<file path="config.mk">
export PLATFORM = sky130hd
export DESIGN_NAME = array_linked_list_engine
export DESIGN_NICKNAME = d
export VERILOG_FILES = /design/src/rtl/core/all_pkg.sv /design/src/rtl/core/all_ctrl.sv /design/src/rtl/core/all_datapath.sv /design/src/rtl/core/array_linked_list_engine.sv
export SDC_FILE = /design/constraint.sdc
export NUM_CORES = 1
export LEC_CHECK = 0
export BUFFER_PORTS_ARGS = -buffer_cell sky130_fd_sc_hd__buf_2
export CORE_ASPECT_RATIO = 0.8
export CORE_MARGIN = 2
export CORE_UTILIZATION = 55
export DETAILED_ROUTE_END_ITERATION = 8
export GPL_ROUTABILITY_DRIVEN = 0
export GPL_TIMING_DRIVEN = 0
export PLACE_DENSITY = 0.75
export SYNTH_ARGS = -nofsm -noshare
export SYNTH_HDL_FRONTEND = slang
export SYNTH_HIERARCHICAL = 1
export SYNTH_SLANG_ARGS = --single-unit
</file>
<file path="constraint.sdc">
create_clock -name clock -period 3.7 [get_ports clock]
set_clock_uncertainty 0.15 [all_clocks]
set_input_delay 0.74 -clock clock [delete_from_list [all_inputs] [get_ports clock]]
set_output_delay 0.74 -clock clock [all_outputs]
set_load 0.02 [all_outputs]
</file>
<file path="src/rtl/core/all_pkg.sv">
`timescale 1ns / 1ps

package all_pkg;

   localparam int COUNT_BITS = 5;
   localparam int POS_BITS   = 4;
   localparam int SLOT_BITS_OUT = 4;
   localparam int ITEM_BITS  = 32;

   localparam logic OP_APPEND = 1'b0;
   localparam logic OP_REMOVE = 1'b1;

   typedef enum logic [1:0] {
      ST_DONE  = 2'd0,
      ST_FULL  = 2'd1,
      ST_RANGE = 2'd2
   } status_code_type;

   typedef struct packed {
      logic                        opcode;
      logic signed [ITEM_BITS-1:0] item_value;
      logic [POS_BITS-1:0]         list_position;
   } req_type;

   typedef struct packed {
      logic [1:0]               status;
      logic [SLOT_BITS_OUT-1:0] slot_used;
      logic [COUNT_BITS-1:0]    list_length;
   } rsp_type;

   // controller to datapath
   typedef struct packed {
      logic            load;
      logic            scan_step;
      logic            walk_step;
      logic            append_commit;
      logic            remove_commit;
      logic            respond;
      status_code_type code;
   } cmd_type;

   // datapath to controller
   typedef struct packed {
      logic is_remove;
      logic full;
      logic bad_pos;
      logic slot_free;
      logic scan_last;
      logic at_target;
   } flags_type;

endpackage

</file>
<file path="src/rtl/core/all_ctrl.sv">
`timescale 1ns / 1ps

module all_ctrl
   import all_pkg::*;
(
   input  logic      clock,
   input  logic      reset,
   input  logic      start,
   output logic      busy,
   input  flags_type flags,
   output cmd_type   cmd
);

   typedef enum logic [3:0] {
      S_IDLE   = 4'b0001,
      S_DECIDE = 4'b0010,
      S_SCAN   = 4'b0100,
      S_WALK   = 4'b1000
   } state_type;

   state_type state_ff, state_in;

   assign busy = (state_ff != S_IDLE);

   always_comb begin
      state_in = state_ff;
      cmd      = '0;
      cmd.code = ST_DONE;
      unique case (state_ff)
         S_IDLE: begin
            if (start) begin
               cmd.load = 1'b1;
               state_in = S_DECIDE;
            end
         end
         S_DECIDE: begin
            if (!flags.is_remove) begin
               if (flags.full) begin
                  cmd.respond = 1'b1;
                  cmd.code    = ST_FULL;
                  state_in    = S_IDLE;
               end else begin
                  state_in = S_SCAN;
               end
            end else begin
               if (flags.bad_pos) begin
                  cmd.respond = 1'b1;
                  cmd.code    = ST_RANGE;
                  state_in    = S_IDLE;
               end else begin
                  state_in = S_WALK;
               end
            end
         end
         S_SCAN: begin
            if (flags.slot_free) begin
               cmd.append_commit = 1'b1;
               cmd.respond       = 1'b1;
               state_in          = S_IDLE;
            end else if (flags.scan_last) begin
               cmd.respond = 1'b1;
               cmd.code    = ST_FULL;
               state_in    = S_IDLE;
            end else begin
               cmd.scan_step = 1'b1;
            end
         end
         S_WALK: begin
            if (flags.at_target) begin
               cmd.remove_commit = 1'b1;
               cmd.respond       = 1'b1;
               state_in          = S_IDLE;
            end else begin
               cmd.walk_step = 1'b1;
            end
         end
         default: begin
            state_in = S_IDLE;
         end
      endcase
   end

   always_ff @(posedge clock) begin
      if (reset) begin
         state_ff <= S_IDLE;
      end else begin
         state_ff <= state_in;
      end
   end

endmodule

</file>
<file path="src/rtl/core/all_datapath.sv">
`timescale 1ns / 1ps

module all_datapath
   import all_pkg::*;
#(
   parameter int STORE_DEPTH = 16,
   parameter int VALUE_BITS  = 32
)
(
   input  logic                  clock,
   input  logic                  reset,
   input  req_type               req_item,
   input  logic                  csr_write,
   input  logic [COUNT_BITS-1:0] csr_data,
   input  cmd_type               cmd,
   output flags_type             flags,
   output logic                  rsp_strobe,
   output rsp_type               rsp_item
);

   // the capacity register never reaches beyond 31 slots
   localparam int USED_DEPTH = (STORE_DEPTH < 31) ? STORE_DEPTH : 31;
   localparam int SLOT_BITS  = $clog2(USED_DEPTH);
   localparam logic [COUNT_BITS-1:0] DEPTH_CAP = COUNT_BITS'(USED_DEPTH);
   localparam logic [COUNT_BITS-1:0] CAP_RESET =
      COUNT_BITS'((USED_DEPTH < 16) ? USED_DEPTH : 16);

   req_type                 req_ff;
   logic [COUNT_BITS-1:0]   cap_ff, cap_in;
   logic [COUNT_BITS-1:0]   count_ff, count_in;
   logic [SLOT_BITS-1:0]    head_ff, head_in;
   logic [SLOT_BITS-1:0]    tail_ff, tail_in;
   logic [USED_DEPTH-1:0]   busy_ff, busy_in;
   logic [SLOT_BITS-1:0]    next_ff [USED_DEPTH];
   logic [VALUE_BITS-1:0]   value_mem [USED_DEPTH];
   logic [SLOT_BITS-1:0]    scan_ff, cur_ff, pred_ff;
   logic [POS_BITS-1:0]     step_ff;
   rsp_type                 rsp_ff, rsp_in;
   logic                    strobe_ff;

   logic                    next_we;
   logic [SLOT_BITS-1:0]    next_addr, next_data;
   logic [SLOT_BITS-1:0]    cur_next;
   logic [COUNT_BITS-1:0]   slot_wide;

   assign cur_next = next_ff[cur_ff];

   always_comb begin
      flags.is_remove = (req_ff.opcode == OP_REMOVE);
      flags.full      = (count_ff >= cap_ff);
      flags.bad_pos   = (COUNT_BITS'(req_ff.list_position) >= count_ff);
      flags.slot_free = !busy_ff[scan_ff];
      flags.scan_last = ((COUNT_BITS'(scan_ff) + COUNT_BITS'(1)) >= cap_ff);
      flags.at_target = (step_ff == req_ff.list_position);
   end

   assign cap_in = (csr_data < DEPTH_CAP) ? csr_data : DEPTH_CAP;

   // list update on commit
   always_comb begin
      count_in  = count_ff;
      head_in   = head_ff;
      tail_in   = tail_ff;
      busy_in   = busy_ff;
      next_we   = 1'b0;
      next_addr = tail_ff;
      next_data = scan_ff;
      if (cmd.append_commit) begin
         busy_in[scan_ff] = 1'b1;
         count_in         = count_ff + COUNT_BITS'(1);
         tail_in          = scan_ff;
         if (count_ff == '0) begin
            head_in = scan_ff;
         end else begin
            next_we = 1'b1;
         end
      end else if (cmd.remove_commit) begin
         busy_in[cur_ff] = 1'b0;
         count_in        = count_ff - COUNT_BITS'(1);
         if (step_ff == '0) begin
            head_in = (count_ff == COUNT_BITS'(1)) ? '0 : cur_next;
         end else begin
            next_we   = 1'b1;
            next_addr = pred_ff;
            next_data = cur_next;
         end
         if (cur_ff == tail_ff) begin
            tail_in = (count_ff == COUNT_BITS'(1)) ? '0 : pred_ff;
         end
      end
   end

   always_comb begin
      slot_wide = '0;
      if (cmd.append_commit) begin
         slot_wide = COUNT_BITS'(scan_ff);
      end else if (cmd.remove_commit) begin
         slot_wide = COUNT_BITS'(cur_ff);
      end
      rsp_in.status      = cmd.code;
      rsp_in.slot_used   = slot_wide[SLOT_BITS_OUT-1:0];
      rsp_in.list_length = count_in;
   end

   always_ff @(posedge clock) begin
      if (reset) begin
         cap_ff    <= CAP_RESET;
         count_ff  <= '0;
         head_ff   <= '0;
         tail_ff   <= '0;
         busy_ff   <= '0;
         strobe_ff <= 1'b0;
      end else begin
         if (csr_write) begin
            cap_ff <= cap_in;
         end
         count_ff  <= count_in;
         head_ff   <= head_in;
         tail_ff   <= tail_in;
         busy_ff   <= busy_in;
         strobe_ff <= cmd.respond;
      end
   end

   always_ff @(posedge clock) begin
      if (cmd.load) begin
         req_ff  <= req_item;
         scan_ff <= '0;
         cur_ff  <= head_ff;
         pred_ff <= '0;
         step_ff <= '0;
      end
      if (cmd.scan_step) begin
         scan_ff <= scan_ff + SLOT_BITS'(1);
      end
      if (cmd.walk_step) begin
         pred_ff <= cur_ff;
         cur_ff  <= cur_next;
         step_ff <= step_ff + POS_BITS'(1);
      end
      if (cmd.respond) begin
         rsp_ff <= rsp_in;
      end
   end

   always_ff @(posedge clock) begin
      if (next_we) begin
         next_ff[next_addr] <= next_data;
      end
   end

   always_ff @(posedge clock) begin
      if (cmd.append_commit) begin
         value_mem[scan_ff] <= VALUE_BITS'(req_ff.item_value);
      end
   end

   assign rsp_strobe = strobe_ff;
   assign rsp_item   = rsp_ff;

   a_busy_matches_count : assert property (@(posedge clock) disable iff (reset)
      $countones(busy_ff) == int'(count_ff))
      else $error("slot marks disagree with entry count");

   a_error_slot_zero : assert property (@(posedge clock) disable iff (reset)
      (strobe_ff && rsp_ff.status != ST_DONE) |-> (rsp_ff.slot_used == '0))
      else $error("error result carries a slot");

   a_commit_one_hot : assert property (@(posedge clock) disable iff (reset)
      (cmd.append_commit || cmd.remove_commit) |-> (cmd.respond && cmd.code == ST_DONE &&
      !(cmd.append_commit && cmd.remove_commit)))
      else $error("commit without a done result");

   a_append_takes_free : assert property (@(posedge clock) disable iff (reset)
      cmd.append_commit |-> (!busy_ff[scan_ff] && count_ff < cap_ff))
      else $error("append into a used slot");

endmodule

</file>
<file path="src/rtl/core/array_linked_list_engine.sv">
`timescale 1ns / 1ps
// channel   ports                                 direction  item
// request   start, busy, req_item                 in         req_type
// response  rsp_strobe, rsp_item                  out        rsp_type
// csr       csr_valid, csr_ready, csr_data[4:0]   in         capacity
//
// append: answers from the decide state when full, else scans upward for the lowest free slot
// remove: answers from the decide state on a bad position, else walks the links to the position
// the result strobes in the cycle after the last busy cycle
// the free slot scan and link walk read one node per cycle
// synchronous reset frees every slot, empties the list and sets capacity 16, or the store depth if smaller
// the receiver cannot stall: the result strobe is high for a single cycle

module array_linked_list_engine
   import all_pkg::*;
#(
   parameter int STORE_DEPTH = 16,
   parameter int VALUE_BITS  = 32
)
(
   input  logic                  clock,
   input  logic                  reset,
   // request channel
   input  logic                  start,
   output logic                  busy,
   input  req_type               req_item,
   // result channel
   output logic                  rsp_strobe,
   output rsp_type               rsp_item,
   // capacity register write
   input  logic                  csr_valid,
   output logic                  csr_ready,
   input  logic [COUNT_BITS-1:0] csr_data
);

   cmd_type   cmd;
   flags_type flags;

   // capacity is only taken between items
   assign csr_ready = ~busy;

   // sequencer: idle, decide, scan for a free slot or walk the links
   all_ctrl u_ctrl (
      .clock (clock),
      .reset (reset),
      .start (start),
      .busy  (busy),
      .flags (flags),
      .cmd   (cmd)
   );

   // node store, list registers and the registered result
   all_datapath #(
      .STORE_DEPTH (STORE_DEPTH),
      .VALUE_BITS  (VALUE_BITS)
   ) u_datapath (
      .clock      (clock),
      .reset      (reset),
      .req_item   (req_item),
      .csr_write  (csr_valid & csr_ready),
      .csr_data   (csr_data),
      .cmd        (cmd),
      .flags      (flags),
      .rsp_strobe (rsp_strobe),
      .rsp_item   (rsp_item)
   );

endmodule
</file>
; Word-level counts from Yosys, hierarchy flattened
; Memories as Yosys holds them, arrays and structs flattened. A register that Yosys moved wholly into a read port is not among the register bits.
; Cells that the tools add are included.
[totals]
register_bits = 71
ramBits = 64
inputBits = 46
out_inout_bits = 14
elab_cells = 127
memories = 1
[memory_table]
columns = name, depth, word_bits, rd, rd_clocked_by_memory_dff, wr, line_no
row1 = u_datapath.next_ff, 16, 4, 1, 1, 1, all_datapath.sv:34  ; logic [SLOT_BITS-1:0] next_ff [USED_DEPTH];
[op_classes]
addsub = 5
order_cmp = 8
n_eq_ne = 12
n_mux = 68
n_bitwise = 5
reduce_logical = 12
[op_table]
columns = cell, n
row1 = 2-to-1 mux 4 bit, 30
row2 = 2-to-1 mux 16 bit, 2
row3 = 2-to-1 mux 1 bit, 20
row4 = bitwise AND 16 bit, 1
row5 = NOT 16 bit, 1
row6 = bitwise OR 16 bit, 1
row7 = one-hot mux 4 bit (4 select lines), 1
row8 = 2-to-1 mux 3 bit, 5
row9 = 2-to-1 mux 5 bit, 3
row10 = greater-or-equal comparator 5 bit, 2
row11 = "less-than comparator 4 x 5 -> 1 bit, second input constant", 2
row12 = nonzero test 2 bit, 5
row13 = "adder 4 x 1 -> 4 bit, second input constant", 2
row14 = demux 1 bit (select 4 bit), 2
row15 = == test 4 bit, 2
row16 = "greater-or-equal comparator 4 x 1 -> 1 bit, second input constant", 2
row17 = AND reduction 3 bit, 2
row18 = "adder 4 x 1 -> 5 bit, second input constant", 1
row19 = "adder 5 x 1 -> 5 bit, second input constant", 1
row20 = "== test 5 x 1 -> 1 bit, second input constant", 1
row21 = greater-or-equal comparator 4 x 5 -> 1 bit, 1
row22 = logical NOT 5 bit, 1
row23 = "less-than comparator 5 bit, second input constant", 1
row24 = "subtractor 5 x 1 -> 5 bit, second input constant", 1
row25 = other kinds (17), 20

; Logic depth before layout (Yosys ltp)
[logic_depth]
depth_word = 8
depth_mapped = 12
depth_no_buf = 11

; Hierarchy
; Netlist, hierarchy kept.
[modules_own_cells]
columns = module, instances, cells_per_inst, area_each_um2
row1 = all_datapath, 1, 488, 6229.7
row2 = all_ctrl, 1, 34, 266.5
row3 = array_linked_list_engine, 1, 2, 10.0

; Worst setup path after synthesis
; Ideal clock, no wire load.
[synth_timing]
path_type = register to register
from = reg u_datapath.scan_ff[0]
to = mem u_datapath/next_ff[10][0] (netlist bit) (enable)
setup_ns = 0.329
t_arrival_ns = 2.740
required_time_ns = 3.221
path_slack_ns = 0.481
stages_incl_launch_ff = 11
n_path_buf = 2
period_less_slack_ns = 3.219
cell_sequence = edfxtp_1 buf_2 mux4_2 mux4_2 inv_1 and2_1 clkbuf_1 a21bo_2 nor2_1 a32oi_1 nor2_1
[synth_rtl]
columns = element, line_no
row1 = start: declaration, all_datapath.sv:36  ; logic [SLOT_BITS-1:0] scan_ff, cur_ff, pred_ff;
row2 = start signal: assignment, all_datapath.sv:134  ; scan_ff <= scan_ff + SLOT_BITS'(1);
row3 = end: declaration, all_datapath.sv:34

==> results.py <==
metrics = {
    "grt": {
        "busiest_layer": "met2",
        "overflow": 0,
        "grt_use_met2_pct": 37.3,
        "grt_pass1_wl_mm": 23.2,
        "grt_use_met3_pct": 5.60,
        "grt_max_degree": 17,
        "grt_usage_pct": 24.4,
        "grtUsageMet1_pct": 33.9,
        "grt_pass1_vias": 4366,
        "antenna_found_initial": 0,
    },
    "pwr": {
        "p_total_mw": 3.85,
        "pwr-share-seq_pct": 44.9,
        "p_leak_nw": 2.78,
        "p_sw_mw": 0.900,
        "powerDensity_nw_per_um2": 506,
        "p_clk_share_pct": 47.8,
        "ir_drop_mv": 0.515,
        "internal_power_mw": 2.95,
        "switching_share_pct": 23.4,
        "combPwrFrac_pct": 7.3,
    },
    "final_layout": {
        "fin_nets": 641,
        "syn2layout_area_growth_pct": 17.1,
        "diodes": 0,
        "postLayoutCoreUtil_pct": 66.2,
        "stdcell_count": 732,
        "drive_above_1_share_pct": 19.5,
    },
    "routing": {
        "wl_per_cell_um": 20.5,
        "vias": 4536,
        "drt_iter0_markers": 463,
        "drt-pass1-iter-count": 8,
        "wl_mm": 15.0,
        "drc": 0,
        "ant_nets": 0,
        "routed_via_density": 6.20,
    },
    "worst_setup_path": {
        "critPathMostFrequentCell": "mux4_2",
        "crit_chain": "clkbuf_4 > mux4_2 > mux4_2 > inv_1 > and2_1 > clkbuf_2 > a21bo_2 > nor2_1 > a21oi_1 > nor2_2",
        "crit_slowest_cell": "mux4_2",
        "cp_max_fo": 10,
        "criticalPathCategory": "flop to flop",
        "crit_buf_inv": 3,
        "critPathLaunchType": "flop",
        "end_kind": "flop",
        "cp.arrival_ns": 3.54,
        "worstPathRequired_ns": 3.65,
        "crit_family": "multiplexers",
        "max_stage_delay_ns": 0.53,
    },
    "sta": {
        "hold_viol": 0,
        "rsz0062_at_grt": "yes",
        "fin_hold_ws_ns": 0.328,
        "tightest_slew_ns": 0.734,
        "finalMaxSlewViolations": 0,
        "fin_crit_ns": 3.59,
        "setup_viol": 0,
        "relSlewSlack_pct": 50.4,
        "fin_ws_ns": 0.113,
        "finalCritPeriodShare_pct": 96.9,
        "clock.fmax_mhz": 279,
    },
    "yosys": {
        "syn_inst": 524,
        "yosysUniqueCellTypes": 53,
        "synth_area_leader_cell": "edfxtp_1",
        "ys_ff_latch": 139,
        "synth_mux_area_share_pct": 9.31,
        "synth-adder-area-share_pct": 4.62,
        "yosysSeqAreaShare_pct": 57.5,
        "netlist_top_cells_area": "edfxtp_1, dfxtp_1, mux4_1",
        "syn_nets": 594,
        "synth_area_sq_um": 6510,
        "synth_top_area_share_pct": 44.3,
        "yosys.area_share.simple_pct": 13.4,
        "synth_top_family_by_area": "simple AND/OR/NAND/NOR gates",
        "synthXorXnorAreaFrac_pct": 2.15,
        "synth_area_per_cell_sq_um": 12.4,
        "synth-compound-area-share_pct": 9.46,
        "ys_warn_count": 6,
    },
    "clock_network": {
        "h-tree-depth": 4,
        "clock_sinks": 139,
        "cts-root-buf": "clkbuf_16",
        "cts_buffers": 17,
        "cts_tree": "yes",
        "path_clk_slew_ns": 0.06,
        "cts_buffer_depth": 2,
        "clkLatencyLatePin_ns": 0.43,
    },
    "die": {
        "fp.dieH_um": 101,
        "io_pins": 60,
        "dieArea_sq_um": 12700,
        "rows": 35,
        "fp.dieW_um": 126,
        "initial_core_util_pct": 56.5,
        "core-area_sq_um": 11500,
    },
    "job": {
        "drv_cap": 0,
    },
    "outcome": {
        "outcome": "complete, no violations",
    },
    "placed_design": {
        "io_buffers": 27,
        "hpwlAfterDp_mm": 9.99,
        "dp_cells": 699,
        "place_ws_ns": -0.401,
    },
    "min_path": {
        "worstHoldPathType": "flop to flop",
    },
}
## cell families after synthesis
logic type,Yosys count
AO/OA/AOI/OAI,100
multiplexers,28
buffers and inverters,52
AND/OR/NAND/NOR,165
XOR/XNOR,16
flip-flops,139
adder cells (fa/ha/maj),24
## sequential cells by signal, summed over array words and instances, names as in the netlist, named ones only
register / count
u_datapath/next_ff: 64
u_datapath/busy_ff: 16
u_datapath/rsp_item: 11
u_datapath/cap_ff: 5
u_datapath/count_ff: 5
u_ctrl/state_ff: 4
u_datapath/cur_ff: 4
u_datapath/head_ff: 4
u_datapath/pred_ff: 4
u_datapath/req_ff: 4
u_datapath/scan_ff: 4
u_datapath/step_ff: 4
u_datapath/tail_ff: 4
u_datapath/flags: 1
u_datapath/rsp_strobe: 1
## cell type report
class,count,area [sq um]
buffer,22,125
clock buffer,18,429
clock inverter,14,209
fill,790,3900
inverter,30,113
multi-input combinational,333,2670
sequential,139,3740
tap,148,185
timing repair buffer,28,143
## worst register-to-register path: cells and delay by family, from the launching register on
kind,cells,cell delay (ns)
simple gates,3,0.59
buf+inv,3,0.58
flops,1,0.41
compound gates,2,0.47
mux,2,1.05
## power by group through the flow
| stage | Combinational [mW] | Sequential (mW) | Clock [mW] |
|---|---|---|---|
| after global routing | 0.307 | 1.73 | 1.93 |
| after CTS | 0.278 | 1.73 | 1.86 |
| final | 0.282 | 1.73 | 1.84 |
| after detailed placement | 0.272 | 1.76 | 0 |
| after global placement | 0.265 | 1.76 | 0 |
| after floorplan | 0.194 | 1.75 | 0 |
## Yosys cell counts (all sizes together)
library cell,n
edfxtp,96
nor4,3
mux4,21
o21bai,1
nor4b,4
nor2,36
nand2b,6
clkbuf,16
nand4b,1
a21bo,1
or2,3
nor2b,17
buf,6
xnor2,6
o211ai,1
nand2,29
nor3,2
and3,3
a22oi,4
nand4,6
a21o,10
a31oi,6
a2bb2oi,3
mux2,2
o31a,1
nand3,31
mux2i,5
a21oi,25
or3,2
o41ai,2
a22o,1
a211oi,4
o21ai,37
nand3b,6
xor2,10
dfxtp,43
inv,30
a32oi,3
and2,12
or4b,1
nor3b,3
ha,24
a311o,1
## per-stage QoR
stage                     area [sq um]  setup TNS, ns
after global routing              7620        -0.0496
after floorplan                   6510              0
after detailed placement          6830         -14.14
after global placement            6830          -7.21
after CTS                         7550         -0.671
final                             7620              0
## layer usage
metal | up-vias | share of wire (%)
met5 | - | 0
met2 | 209 | 46
met1 | 2231 | 44
met4 | 0 | 2.3
li1 | 2057 | -
met3 | 39 | 7.3
## worst paths after layout
path              slack [ns]  depth (start not counted)                           startpoint                                  to
setup reg to reg        0.11                         10  u_datapath/scan_ff[0]$_SDFFCE_PN0P_  u_datapath/next_ff[7][1]$_DFFE_PP_
setup / recovery        0.11                         10  u_datapath/scan_ff[0]$_SDFFCE_PN0P_  u_datapath/next_ff[7][1]$_DFFE_PP_
hold reg to reg         0.33                          2   u_datapath/busy_ff[4]$_SDFFE_PP0P_  u_datapath/busy_ff[4]$_SDFFE_PP0P_
hold / removal          0.33                          2   u_datapath/busy_ff[4]$_SDFFE_PP0P_  u_datapath/busy_ff[4]$_SDFFE_PP0P_
## timing repair
action                                  4_1_cts  5_1_grt
pin swaps                                     1        2
hold buffers                                  0        0
buffers inserted                              0        1
endpoints found under the setup margin       90      163
resized for setup                            19       21
## placed cells by master, fill, tap and decap left out, drive strengths merged, types with 4 or more instances in the layout
cell type,instances
a211oi,4
a21o,10
a21oi,25
a22oi,4
a31oi,6
and2,12
buf,32
bufinv,4
clkbuf,36
dfxtp,43
edfxtp,96
ha,24
inv,36
mux2i,5
mux4,21
nand2,29
nand2b,6
nand3,31
nand3b,6
nand4,6
nor2,36
nor2b,17
nor4b,4
o21ai,37
xnor2,6
xor2,10
Power figures use the tool's default switching activity.
